## config.mk

```make
export PLATFORM = sky130hd
export DESIGN_NAME = hlm_front
export DESIGN_NICKNAME = d
export VERILOG_FILES = /design/src/hdl/hlm_pkg.sv /design/src/hdl/hlm_front.sv
export SDC_FILE = /design/constraint.sdc
export NUM_CORES = 1
export LEC_CHECK = 0
export BUFFER_PORTS_ARGS = -buffer_cell sky130_fd_sc_hd__buf_2
export CAP_MARGIN = 20
export CORE_MARGIN = 2
export CORE_UTILIZATION = 29
export DETAILED_ROUTE_END_ITERATION = 6
export GPL_ROUTABILITY_DRIVEN = 0
export PLACE_DENSITY = 0.45
export SLEW_MARGIN = 20
export SYNTH_ARGS = -nofsm -noshare
export SYNTH_HDL_FRONTEND = slang
export SYNTH_SLANG_ARGS = --single-unit
```

## constraint.sdc

```tcl
create_clock -name clk -period 6.9 [get_ports clk]
set_input_delay 0.69 -clock clk [delete_from_list [all_inputs] [get_ports clk]]
set_output_delay 0.69 -clock clk [all_outputs]
set_load 0.1 [all_outputs]
```

## src/hdl/hlm_pkg.sv

```systemverilog
// shared types and constants of the horizontal line mirror
// no dependencies
package hlm_pkg;

    localparam int CFG_IDX_W  = 1;
    localparam int CFG_DATA_W = 13;

    // register indexes
    localparam logic [CFG_IDX_W-1:0] CFG_PACKED_MODE = 1'd0;
    localparam logic [CFG_IDX_W-1:0] CFG_ROW_BYTES   = 1'd1;

    localparam logic [CFG_DATA_W-1:0] ROW_BYTES_RESET = 13'd4096;

    // operation codes
    localparam logic OP_DATA  = 1'b0;
    localparam logic OP_FLUSH = 1'b1;

    localparam int QUEUE_DEPTH = 4;

    typedef struct packed {
        logic emit;
        logic last;
        logic we;
    } hlm_ctrl_t;

endpackage

```

## src/hdl/hlm_front.sv

```systemverilog
// front part: config registers, row/drain position tracking, classification
// of each transaction into a memory write and an optional mirrored read; uses hlm_pkg
module hlm_front #(
    parameter int MAX_ROW = 4096,
    parameter int POS_W   = 12
) (
    input  logic                          clk,
    input  logic                          rst_n,
    input  logic                          cfg_we,
    input  logic [hlm_pkg::CFG_IDX_W-1:0]  cfg_index,
    input  logic [hlm_pkg::CFG_DATA_W-1:0] cfg_data,
    input  logic                          accept,
    input  logic                          operation,
    input  logic [7:0]                    pixel_byte,
    output hlm_pkg::hlm_ctrl_t            ctrl,
    output logic [POS_W:0]                raddr,
    output logic [POS_W:0]                waddr,
    output logic [7:0]                    wdata
);

    localparam int LEN_W = $clog2(MAX_ROW + 1);
    localparam int CMP_W = (LEN_W > hlm_pkg::CFG_DATA_W) ? LEN_W : hlm_pkg::CFG_DATA_W;

    logic                          packed_mode_reg;
    logic [hlm_pkg::CFG_DATA_W-1:0] row_bytes_reg;
    logic [POS_W-1:0]              write_pos_reg, write_pos_next;
    logic [POS_W-1:0]              read_pos_reg, read_pos_next;
    logic                          fill_bank_reg, fill_bank_next;
    logic                          drain_valid_reg, drain_valid_next;

    logic [CMP_W-1:0] row_ext;
    logic [LEN_W-1:0] len_sat;
    logic [LEN_W-1:0] len;
    logic [LEN_W-1:0] len_m1;
    logic [POS_W-1:0] pos;
    logic             last;
    logic [POS_W-1:0] idx;
    logic [POS_W-1:0] base;
    logic [LEN_W-1:0] wp_inc;
    logic             row_done;

    always_ff @(posedge clk or negedge rst_n)
    begin
        if (!rst_n)
        begin
            packed_mode_reg <= 1'b0;
            row_bytes_reg   <= hlm_pkg::ROW_BYTES_RESET;
        end
        else if (cfg_we)
        begin
            case (cfg_index)
                hlm_pkg::CFG_PACKED_MODE: packed_mode_reg <= cfg_data[0];
                hlm_pkg::CFG_ROW_BYTES:   row_bytes_reg   <= cfg_data;
                default: ;
            endcase
        end
    end

    // effective row length
    always_comb
    begin
        row_ext = CMP_W'(row_bytes_reg);
        if (row_ext == '0)
            len_sat = LEN_W'(1);
        else if (row_ext > CMP_W'(MAX_ROW))
            len_sat = LEN_W'(MAX_ROW);
        else
            len_sat = LEN_W'(row_ext);

        if (packed_mode_reg)
        begin
            len = {len_sat[LEN_W-1:2], 2'b00};
            if (len < LEN_W'(4))
                len = LEN_W'(4);
        end
        else
            len = len_sat;
        len_m1 = len - LEN_W'(1);
    end

    // mirrored read position; a position past the end is the last byte
    always_comb
    begin
        if (LEN_W'(read_pos_reg) >= len_m1)
        begin
            pos  = POS_W'(len_m1);
            last = 1'b1;
        end
        else
        begin
            pos  = read_pos_reg;
            last = 1'b0;
        end

        base = POS_W'(len - LEN_W'(4) - LEN_W'({pos[POS_W-1:2], 2'b00}));
        if (packed_mode_reg)
            idx = {base[POS_W-1:2], pos[1] ^ ~pos[0], pos[0]};
        else
            idx = POS_W'(len_m1 - LEN_W'(pos));
    end

    always_comb
    begin
        wp_inc   = LEN_W'(write_pos_reg) + LEN_W'(1);
        row_done = (operation == hlm_pkg::OP_DATA) && (wp_inc >= len);

        write_pos_next   = write_pos_reg;
        read_pos_next    = read_pos_reg;
        fill_bank_next   = fill_bank_reg;
        drain_valid_next = drain_valid_reg;

        if (drain_valid_reg)
        begin
            if (last)
            begin
                drain_valid_next = 1'b0;
                read_pos_next    = '0;
            end
            else
                read_pos_next = pos + POS_W'(1);
        end

        if (operation == hlm_pkg::OP_DATA)
        begin
            write_pos_next = POS_W'(wp_inc);
            // completed row swaps banks and abandons any drain in progress
            if (row_done)
            begin
                fill_bank_next   = ~fill_bank_reg;
                write_pos_next   = '0;
                read_pos_next    = '0;
                drain_valid_next = 1'b1;
            end
        end
    end

    always_ff @(posedge clk or negedge rst_n)
    begin
        if (!rst_n)
        begin
            write_pos_reg   <= '0;
            read_pos_reg    <= '0;
            fill_bank_reg   <= 1'b0;
            drain_valid_reg <= 1'b0;
        end
        else if (accept)
        begin
            write_pos_reg   <= write_pos_next;
            read_pos_reg    <= read_pos_next;
            fill_bank_reg   <= fill_bank_next;
            drain_valid_reg <= drain_valid_next;
        end
    end

    assign ctrl.emit = drain_valid_reg;
    assign ctrl.last = last;
    assign ctrl.we   = (operation == hlm_pkg::OP_DATA);
    assign raddr     = {~fill_bank_reg, idx};
    assign waddr     = {fill_bank_reg, write_pos_reg};
    assign wdata     = pixel_byte;

endmodule

```

==> summary.txt <==
Global routing
  • Pin count of the biggest net entering global routing: 41
  • GRT Overall Usage: 17.72%
  • First-pass GRT wire length: roughly 23000 µm
  • GRT overflow: 0
  • Number of global-route vias before repair: 4395
  • Initial antenna violation count: 0

Final layout
  • Area of the multi-input gates: 3536 µm²
  • Most frequent cells in the layout: 68 x buf_4, 66 x nand2_1, 55 x inv_1, 44 x ha_1, 39 x o21ai_0
  • Fill count: 1564
  • Ant diodes: 0
  • Max reg flops: 13
  • Sequential cell area: 1003 µm²
  • Final nets: 758
  • Synth-to-layout area growth: 36.36%
  • Layout cell share with drive strength beyond 1: around a third
  • Commonest non-fill, non-tap cell in the layout: buf_4
  • Finished Core Util: 40.69%

STA
  • Final Skew: roughly 9.6 ps
  • Post-route setup slack: -148.8 ps
  • Finish-stage setup viols: 2
  • Final hold vios: 0
  • Max Clock Freq: between 100 and 150 MHz
  • Final Max Slew Viols: 0
  • RSZ-0062 raised after global routing: true
  • Worst Tran Pin Value: 831.8 ps
  • Final min period: 7049 ps
  • Final period utilization: 102.2%
  • Hold WS: roughly 380 ps
  • Slew Limit Headroom: 44.34%

Logic synthesis
  • Seq/Total Area, Yosys: 22.01%
  • Synth async-reset ratio: 100.0%
  • Number of synthesized flops with an enable pin: 0
  • Yosys reg bits: 40
  • Count of cell types in the netlist: 68
  • Mapped cell area: 4553 µm²
  • Synth Warn #: 0
  • Post-synthesis net count: 659
  • Cells after Synth: 579
  • Main synth FF type: dfrtp_1
  • Syn_area_per_cell: 7.864 µm²

Floorplan
  • Core area: 15260 µm²
  • Starting density of the core: 29.84%
  • Die area: 16720 µm²
  • IO Pins: 64
  • Die H: 129.3 µm
  • Row cnt: 45
  • Die Width: 129.3 µm

Route
  • First DRT Iteration DRCs: between 150 and 200
  • DRT Pass-1 Iters: 4
  • Drt via density: 5.058
  • Vias post-DR: 4497
  • Antenna Nets Post-Route: 0
  • Residual DRC count: 0
  • WL final: 14230 µm
  • Drt wl/cell: between 15 and 20 µm

Setup path
  • CP max-delay cell: dfrtp_2
  • Worst Setup Path Type: flip-flop to output pin
  • Max incr delay on CP: 410 ps
  • Crit end category: output pin
  • R2r worst-path depth: 26
  • Crit path launch type: flip-flop
  • CP max FO: 4
  • WP data arrival: 6360 ps
  • WP data required: 6210 ps

Place
  • Input/output buffers: 47
  • DP Wirelength: 11210 µm

CTS
  • Clk_lat worst skew: 300 ps
  • Sink Count: 40
  • # hold bufs at CTS: 0
  • Max clock buf depth: 2
  • Root Driver: clkbuf_16
  • # H-tree levels: 2
  • CTS clk-pin slew, worst paths: approximately 60 ps
  • CTS tree: done
  • CTS Buf Count: 5

Status
  • Failing checks: setup timing
  • Status: finished, violations left

Run
  • Max cap viols: 0

Hold path
  • Worst min path class: primary input to asynchronous set/reset pin
-- synthesized netlist by cell type, types with 3 or more instances --
master	number	area, µm²
nor2_1	39	146.4
a21o_1	9	67.56
xor2_1	8	70.07
and2_1	3	18.77
nand2_1	66	247.7
buf_4	11	82.58
mux2_2	16	180.2
inv_1	60	225.2
o21a_1	8	60.06
a31oi_1	6	37.54
buf_1	3	11.26
mux2i_1	5	50.05
o22ai_1	3	18.77
clkbuf_1	11	41.29
a22oi_1	3	22.52
a21oi_1	28	140.1
o2bb2ai_1	5	43.79
o31ai_1	5	37.54
nand3b_1	3	22.52
dfrtp_1	39	975.9
nor4_1	4	25.02
o221ai_1	3	26.28
nor2b_1	6	37.54
o21ai_0	55	275.3
a211oi_1	4	30.03
and3_1	8	50.05
xnor2_1	28	245.2
nor3_1	14	70.07
ha_1	52	650.6
nand4_1	8	50.05
nand3_1	16	80.08
-- logic make-up after synthesis --
group / synth area share, %
DFF: 22.01
buffers and inverters: 8.546
muxes: 5.881
and+or+nand+nor: 19.65
adders and majority gates: 14.73
AOI/OAI and AO/OA: 22.26
xor gates and xnor gates: 6.925
-- worst max-delay path: cells and delay by family (launching register included) --
family	cells	cell delay, ps
compound gates	16	2610
fa+ha+maj	4	880
buf+inv	4	500
flops	1	410
mux	1	160
simple gates	9	1510
-- per-stage QoR --
step	setup WS (ps)	instances	area [µm²]	setup TNS (ps)
floorplan	-249.1	579	4745	-380.8
global placement	41.48	854	5567	0
detailed placement	-90.60	854	5567	-138.3
CTS	-238.9	876	5953	-529.1
global route	-511.6	889	6208	-1499
finish	-148.8	889	6208	-220.6
-- final cells by class --
class                      count  share of cell area, %
multi-input combinational    449                  56.95
sequential                    40                  16.16
timing repair buffer         120                  15.82
tap                          211                  4.252
inverter                      62                  3.829
clock buffer                   5                  2.015
clock inverter                 2                 0.9674
-- routing by layer --
| metal | part of all wire, % | routed length (µm) | track usage [%] | up-vias |
|---|---|---|---|---|
| met5 | 0 | 0 | 0 | - |
| met4 | 2.1 | 304 | 4.731 | 0 |
| met3 | 3.0 | 421 | 2.725 | 21 |
| met2 | 48 | 6841 | 29.81 | 72 |
| met1 | 47 | 6660 | 23.70 | 2170 |
| li1 | - | - | - | 2234 |
-- timing repair --
| action | in CTS | in global routing |
|---|---|---|
| resized for setup | 19 | 32 |
| setup buffers | 15 | 13 |
| pin swaps | 17 | 22 |
| setup endpoints to repair | 4 | 6 |
-- final timing paths --
kind / startpoint / slack [ps] / to
min reg2reg: fill_bank_reg$_DFFE_PN0P_ / 490 / fill_bank_reg$_DFFE_PN0P_
max: row_bytes_reg[4]$_DFFE_PN0P_ / -150 / raddr[10]
max in group asynchronous: rst_n / 6110 / row_bytes_reg[4]$_DFFE_PN0P_
max reg2reg: row_bytes_reg[4]$_DFFE_PN0P_ / 2040 / read_pos_reg[8]$_DFFE_PN0P_
min: rst_n / 380 / read_pos_reg[2]$_DFFE_PN0P_
min in group clk: fill_bank_reg$_DFFE_PN0P_ / 490 / fill_bank_reg$_DFFE_PN0P_
Power is left out: the tool's default activity adds up to more than one toggle a clock period on the data nets, which glitch-free logic cannot reach.
