--- config.mk ---
export PLATFORM = sky130hd
export DESIGN_NAME = hlm_queue
export DESIGN_NICKNAME = d
export VERILOG_FILES = /design/src/hdl/hlm_pkg.sv /design/src/hdl/hlm_queue.sv
export SDC_FILE = /design/constraint.sdc
export NUM_CORES = 1
export LEC_CHECK = 0
export ABC_AREA = 1
export BUFFER_PORTS_ARGS = -buffer_cell sky130_fd_sc_hd__buf_4
export CAP_MARGIN = 20
export CORE_MARGIN = 2
export CORE_UTILIZATION = 59
export CTS_BUF_LIST = sky130_fd_sc_hd__clkbuf_2
export DETAILED_ROUTE_END_ITERATION = 10
export GPL_ROUTABILITY_DRIVEN = 1
export PLACE_DENSITY = 0.81
export SETUP_SLACK_MARGIN = 0.4
export SYNTH_ARGS = -nofsm -noshare
export SYNTH_HDL_FRONTEND = slang
export SYNTH_SLANG_ARGS = --single-unit
--- constraint.sdc ---
create_clock -name clk -period 1.5 [get_ports clk]
set_input_delay 0.15 -clock clk [delete_from_list [all_inputs] [get_ports clk]]
set_output_delay 0.15 -clock clk [all_outputs]
set_load 0.005 [all_outputs]
--- src/hdl/hlm_pkg.sv ---
// shared types and constants of the horizontal line mirror
// no dependencies
package hlm_pkg;

    localparam int CFG_IDX_W  = 1;
    localparam int CFG_DATA_W = 13;

    // register indexes
    localparam logic [CFG_IDX_W-1:0] CFG_PACKED_MODE = 1'd0;
    localparam logic [CFG_IDX_W-1:0] CFG_ROW_BYTES   = 1'd1;

    localparam logic [CFG_DATA_W-1:0] ROW_BYTES_RESET = 13'd4096;

    // operation codes
    localparam logic OP_DATA  = 1'b0;
    localparam logic OP_FLUSH = 1'b1;

    localparam int QUEUE_DEPTH = 4;

    typedef struct packed {
        logic emit;
        logic last;
        logic we;
    } hlm_ctrl_t;

endpackage

--- src/hdl/hlm_queue.sv ---
// short flop queue decoupling the front classifier from the line memory
// uses hlm_pkg for the depth
module hlm_queue #(
    parameter int WIDTH = 8
) (
    input  logic             clk,
    input  logic             rst_n,
    input  logic             push,
    input  logic [WIDTH-1:0] push_data,
    output logic             not_full,
    input  logic             pop,
    output logic             not_empty,
    output logic [WIDTH-1:0] pop_data
);

    localparam int PTR_W = $clog2(hlm_pkg::QUEUE_DEPTH);
    localparam int CNT_W = $clog2(hlm_pkg::QUEUE_DEPTH + 1);

    logic [WIDTH-1:0] entries_reg [hlm_pkg::QUEUE_DEPTH];
    logic [PTR_W-1:0] wr_ptr_reg, rd_ptr_reg;
    logic [CNT_W-1:0] count_reg, count_next;

    always_ff @(posedge clk)
    begin
        if (push)
            entries_reg[wr_ptr_reg] <= push_data;
    end

    always_comb
    begin
        count_next = count_reg;
        if (push && !pop)
            count_next = count_reg + CNT_W'(1);
        else if (pop && !push)
            count_next = count_reg - CNT_W'(1);
    end

    always_ff @(posedge clk or negedge rst_n)
    begin
        if (!rst_n)
        begin
            wr_ptr_reg <= '0;
            rd_ptr_reg <= '0;
            count_reg  <= '0;
        end
        else
        begin
            if (push)
                wr_ptr_reg <= wr_ptr_reg + PTR_W'(1);
            if (pop)
                rd_ptr_reg <= rd_ptr_reg + PTR_W'(1);
            count_reg <= count_next;
        end
    end

    assign not_full  = (count_reg != CNT_W'(hlm_pkg::QUEUE_DEPTH));
    assign not_empty = (count_reg != '0);
    assign pop_data  = entries_reg[rd_ptr_reg];

endmodule

==> impl_metrics.toml, run 1 <==
[clock_network]
cts_buffers = 5
clk_path_buf_depth = 2
cts_max_level = 2
insertion_delay_ps = 400
cts_tree = "done"
clock_sinks = 39
clk_pin_slew_ps = 190
cts_root_buf = "clkbuf_2"

[sta]
timing.final.crit_share = 1.08
hold_viol_final = 0
whs_ps = 23.8
rsz0062_at_grt = "yes"
setup_slack_ps = -123
fmax_mhz = 616
tns_ps = -439
slew_violations = 0
finalSetupViolCount = 8
fin_skew_ps = 5.45
worst_pin_slew_ps = 226
period_minus_slack_ps = 1620
relSlewSlack = 0.849

[pwr]
peakVddDrop_uv = 1610
seq_power_share = 0.397
leakage_nw = 0.979
p_comb_frac = 0.494
switching_share = 0.380
pwr-share-clk = 0.108
cell_internal_pwr_mw = 2.57
powerDensity_mw_per_mm2 = 1830
p_sw_mw = 1.58
p_total_mw = 4.15

[finish]
fin_nets = 205
drive_gt1_frac = 0.394
diodes = 0
final_common_cell = "edfxtp_1"
layout_common_cells = "edfxtp_1, nand2_1, buf_4, inv_1, o211ai_1"
syn_to_final_growth_pct = 32.2
final_util = 0.821
fill_cells = 143
largest_register_ffs = 32

[synthesis]
synth_xor_area_frac = 0.0205
synth_top_family_by_area = "buffers and inverters"
synth-compound-area-share = 0.0789
yosys.area_share.simple = 0.0892
syn_inst = 142
synth_nets = 160
yosys_warnings = 0
synth_cell_types = 18
synth_adder_area_share = 0.0482
synth_seq_cells = 39
synthMuxAreaShare = 0
syn_area_per_cell_um2 = 12.1
ys_seq_area_frac = 0.664
netlist_area_mm2 = 0.00171

[worst_setup_path]
cp_slowest_cell = "dfrtp_1"
cp_data_arrival_time_ps = 1470
endpoint_kind = "primary output"
r2r-start = "wr_ptr_reg[1]$_DFFE_PN0P_"
cp.required_ps = 1350
crit_type = "reg -> out"
crit_chain = "buf_6 -> o211ai_1 -> nand2_1 -> buf_6"
r2r_slack_ps = 210
cp_max_fo = 13
r2r-end = "entries_reg[3][2]$_DFFE_PP_"
crit_start = "rd_ptr_reg[0]$_DFFE_PN0P_"
critPathCapture = "pop_data[0]"
slowest_delay_ps = 440
path_common_cell = "buf_6"
reg2regPathDepth = 3
start_kind = "flop"

[job]
cap_viol_max_count = 0

[min_path]
hold_class = "in -> reg"
worstHoldStart = "push"

[floorplan]
io_pins = 22
start_util = 0.621
dieArea_mm2 = 0.00335
coreArea_mm2 = 0.00276
rows = 19
die_w_um = 57.9
die-height_um = 57.9

[route]
drcViolationCount = 0
vias_per_cell = 5.58
drtPass1Iterations = 4
drtIter0Drc = 52
vias = 1223
wl_per_cell_um = 17.5
wl_mm = 3.83
antenna_left = 0

[global_routing]
overflow = 0
grt_max_degree = 21
grt_pass1_vias = 1196
grt_pass1_wl_mm = 5.59
antenna_found_initial = 0
grt_usage = 0.239

[placement]
io_buffers = 21
place_congestion = 0.716
dpl.hpwl_mm = 1.93

[status]
outcome = "complete, but fails checks"
failed_checks = "setup timing"
==> per-stage QoR <==
step / cells / area [um^2] / worst slack [ps]
final: 219 / 2260 / -123
after global routing: 219 / 2260 / -161
after CTS: 217 / 2200 / -44.3
after detailed placement: 191 / 1880 / 159
after global placement: 191 / 1880 / 232
after floorplan: 142 / 1720 / 385
==> worst max-delay path, delay by kind of cell (launching register included) <==
| kind | cells | cell delay [ps] |
|---|---|---|
| flops | 1 | 440 |
| simple gates | 1 | 130 |
| buf+inv | 2 | 300 |
| compound gates | 1 | 200 |
==> final cells by class <==
type                            instances  area, um^2  area share
Clock buffer                            5        25.0      0.0111
Clock inverter                          3        15.0     0.00663
Inverter                               30         146      0.0647
Multi-Input combinational cell         67         504       0.223
Sequential cell                        39        1140       0.502
Tap cell                               31        38.8      0.0171
Timing Repair Buffer                   44         397       0.175
==> synth_stat cells <==
cell type | n | area, um^2
buf_2 | 1 | 5.00
buf_6 | 4 | 45.0
clkbuf_2 | 1 | 5.00
dfrtp_1 | 7 | 175
edfxtp_1 | 32 | 961
fa_1 | 1 | 20.0
ha_1 | 5 | 62.6
inv_1 | 29 | 109
inv_4 | 1 | 6.26
nand2_1 | 35 | 131
nand3_1 | 3 | 15.0
nand4_1 | 1 | 6.26
o211ai_1 | 15 | 113
o211ai_2 | 1 | 12.5
o21ai_0 | 1 | 5.00
o21ai_1 | 1 | 5.00
xnor2_1 | 1 | 8.76
xor2_1 | 3 | 26.3
==> how the worst min path moves through the flow <==
stage                                     end  slack (ps)  cells after the start
CTS                 rd_ptr_reg[1]$_DFFE_PN0P_          40                      3
global route        wr_ptr_reg[1]$_DFFE_PN0P_           7                      2
finish              wr_ptr_reg[1]$_DFFE_PN0P_          20                      2
detailed placement  wr_ptr_reg[0]$_DFFE_PN0P_         -30                      1
global placement    wr_ptr_reg[1]$_DFFE_PN0P_         -30                      1
floorplan            count_reg[0]$_DFFE_PN0P_        -150                      0
==> power by group through the flow <==
stage / logic [mW] / clock network [mW] / registers (mW)
5_1_grt: 2.22 / 0.506 / 1.67
6_report: 2.05 / 0.448 / 1.65
2_1_floorplan: 0.921 / 0 / 1.56
3_3_place_gp: 1.27 / 0 / 1.61
4_1_cts: 1.76 / 0.432 / 1.62
3_5_place_dp: 1.33 / 0 / 1.63
==> routing by layer <==
layer	share of wire	wire, um	global-route usage	vias to the layer above
met1	0.39	1480	0.278	583
li1	-	-	-	559
met2	0.51	1950	0.417	62
met3	0.072	277	0.0558	19
met5	0	0	0	-
met4	0.031	119	0.116	0
==> cells by family (layout without fill, tap and decap cells) <==
kind of cell | after synthesis | count (layout)
buf+inv | 36 | 82
xor+xnor | 4 | 4
compound gates | 18 | 18
fa+ha+maj | 6 | 6
simple gates | 39 | 39
flops | 39 | 39
==> repair_timing <==
item / in CTS / in global routing
endpoints found under the hold margin: 40 / 0
hold buffers: 10 / 0
gates resized for setup: 37 / 15
setup buffers: 8 / 2
setup endpoints to repair: 44 / 44
pin swaps: 11 / 6
(Power assumes the default switching activity.)
==> run 2: changes to the inputs <==
--- a/config.mk
+++ b/config.mk
@@ -9,11 +9,11 @@
 export BUFFER_PORTS_ARGS = -buffer_cell sky130_fd_sc_hd__buf_4
 export CAP_MARGIN = 20
 export CORE_MARGIN = 2
-export CORE_UTILIZATION = 59
+export CORE_UTILIZATION = 60
 export CTS_BUF_LIST = sky130_fd_sc_hd__clkbuf_2
 export DETAILED_ROUTE_END_ITERATION = 10
 export GPL_ROUTABILITY_DRIVEN = 1
-export PLACE_DENSITY = 0.81
+export PLACE_DENSITY = 0.82
 export SETUP_SLACK_MARGIN = 0.4
 export SYNTH_ARGS = -nofsm -noshare
 export SYNTH_HDL_FRONTEND = slang
==> constraint.sdc (replaced) <==
create_clock -name clk -period 2.09 [get_ports clk]
set_input_delay 0.209 -clock clk [delete_from_list [all_inputs] [get_ports clk]]
set_output_delay 0.209 -clock clk [all_outputs]
set_load 0.005 [all_outputs]
==> run 2 against run 1 <==
  * The run now ends clean
  * First-iteration DRC count increased by 15%
  * Combinational power is 52% lower
  * Sequential power decreased by 29%
  * Power fell by 41%
  * Critical path depth stayed put
  * Worst hold slack better by 9.5 ps
  * Clock power fell by 28%
  * Die area decreased by 1.5%
  * Cell count down 4.6%
  * Register-to-register slack better by 520 ps
  * Global-route usage down 1.7 points
  * Critical path type unchanged
==> impl_metrics.toml, run 2 (synthesis results as in run 1) <==
[sta]
period_minus_slack_ps = 1640
timing.final.crit_share = 0.786
finalSetupViolCount = 0
worst_pin_slew_ps = 381
slew_violations = 0
relSlewSlack = 0.746
hold_viol_final = 0
fin_skew_ps = 22.7
setup_slack_ps = 448
rsz0062_at_grt = "yes"
fmax_mhz = 609
tns_ps = 0

[placement]
dpl.hpwl_mm = 1.95
place_congestion = 0.669
dp_cells = 189
io_buffers = 21
pre_cts_slack_ps = 717

[finish]
fin_nets = 195
drive_gt1_frac = 0.197
largest_register_ffs = 32
syn_to_final_growth_pct = 18.6
fill_cells = 189
layout_common_cells = "nand2_1, edfxtp_1, inv_1, buf_4, o211ai_1"
area.sequential_mm2 = 0.00114
diodes = 0
final_common_cell = "nand2_1"
stdcell_count = 209
multiInputGateArea_um2 = 405

[clock_network]
cts_buffers = 5
cts_tree = "done"
clk_pin_slew_ps = 170
clk_path_buf_depth = 2
insertion_delay_ps = 410
cts_max_level = 2
cts_root_buf = "clkbuf_2"
clock_sinks = 39

[floorplan]
die-height_um = 57.4
dieArea_mm2 = 0.00330
start_util = 0.626
rows = 19
coreArea_mm2 = 0.00273
io_pins = 22
die_w_um = 57.4

[status]
outcome = "completed"

[route]
drcViolationCount = 0
drtIter0Drc = 60
vias = 1086
vias_per_cell = 5.20
wl_per_cell_um = 14.8
drtPass1Iterations = 4
wl_mm = 3.09
antenna_left = 0

[worst_setup_path]
start_kind = "flop"
cp_data_arrival_time_ps = 1430
crit_type = "reg -> out"
cp_max_fo = 32
endpoint_kind = "primary output"
cp.required_ps = 1880

[pwr]
leakage_nw = 0.916
powerDensity_mw_per_mm2 = 1220
peakVddDrop_uv = 831

[global_routing]
overflow = 0
grt_usage = 0.222
grt_pass1_wl_mm = 5.09
grt_pass1_vias = 1136
grt_max_degree = 33
antenna_found_initial = 0

[job]
cap_viol_max_count = 0

[min_path]
hold_class = "in -> reg"
## run 2: cell count changes in the layout (fill, tap and decap cells not counted), moves of 3 or more
cell,before,now
ha_1,0,5
nand3_2,3,0
inv_2,6,0
nand2_2,5,0
inv_8,3,0
buf_6,11,0
nand2_1,27,35
nand3_1,0,3
ha_4,3,0
nand2_4,3,0
inv_1,18,29
## run 2: layout make-up
type / instances / share of cell area
Inverter: 30 / 0.0567
Multi-Input combinational cell: 67 / 0.200
Clock buffer: 5 / 0.0123
Sequential cell: 39 / 0.560
Timing Repair Buffer: 34 / 0.144
Tap cell: 31 / 0.0191
Clock inverter: 3 / 0.00740
## run 2: repair_timing
item                       4_1_cts  5_1_grt
hold buffers                    10        0
cloned                           0        0
gates resized for setup          3        1
pin swaps                        0        2
setup endpoints to repair        8        8
hold endpoints to repair        40        0
setup buffers                    1        1
## run 2: routing by layer
metal  global-route usage  routed length, um  vias up
met2                0.386               1650       32
met4                0.116                 95        0
met1                0.235               1180      506
met5                    0                  0        -
li1                     -                  -      535
met3               0.0771                170       13
## run 2: worst paths after layout
path                                            from                          end  slack (ps)  depth (start not counted)
max reg2reg                wr_ptr_reg[0]$_DFFE_PN0P_  entries_reg[2][2]$_DFFE_PP_         730                          4
min reg2reg                wr_ptr_reg[0]$_DFFE_PN0P_    wr_ptr_reg[0]$_DFFE_PN0P_         550                          1
min in group asynchronous                      rst_n     count_reg[2]$_DFFE_PN0P_         130                          2
max                        rd_ptr_reg[0]$_DFFE_PN0P_                  pop_data[3]         450                          4
min                                             push    wr_ptr_reg[0]$_DFFE_PN0P_          30                          2
max in group asynchronous                      rst_n    rd_ptr_reg[1]$_DFFE_PN0P_        1830                          2
## run 2: per-stage QoR
stage                util  hold slack [ps]  instance area, um^2  power [mW]
floorplan               -            -86.6                 1710        1.77
global placement    0.681             25.1                 1860        2.02
detailed placement  0.681             27.4                 1860        2.08
CTS                 0.738             18.8                 2020        2.45
global route        0.742             6.85                 2030        2.65
finish              0.742             33.3                 2030        2.47
## run 2: critical path, cell delays in order (launching register included)
cell,delay [ps]
dfrtp_1,450
buf_12,180
o211ai_1,180
nand2_1,90
buf_4,140
## run 2: report_power, final
group	switching (mW)	leakage (nW)	internal [mW]
logic	0.515	0.507	0.461
clock network	0.245	0.0325	0.0766
registers	0.127	0.376	1.04
total	0.887	0.916	1.58
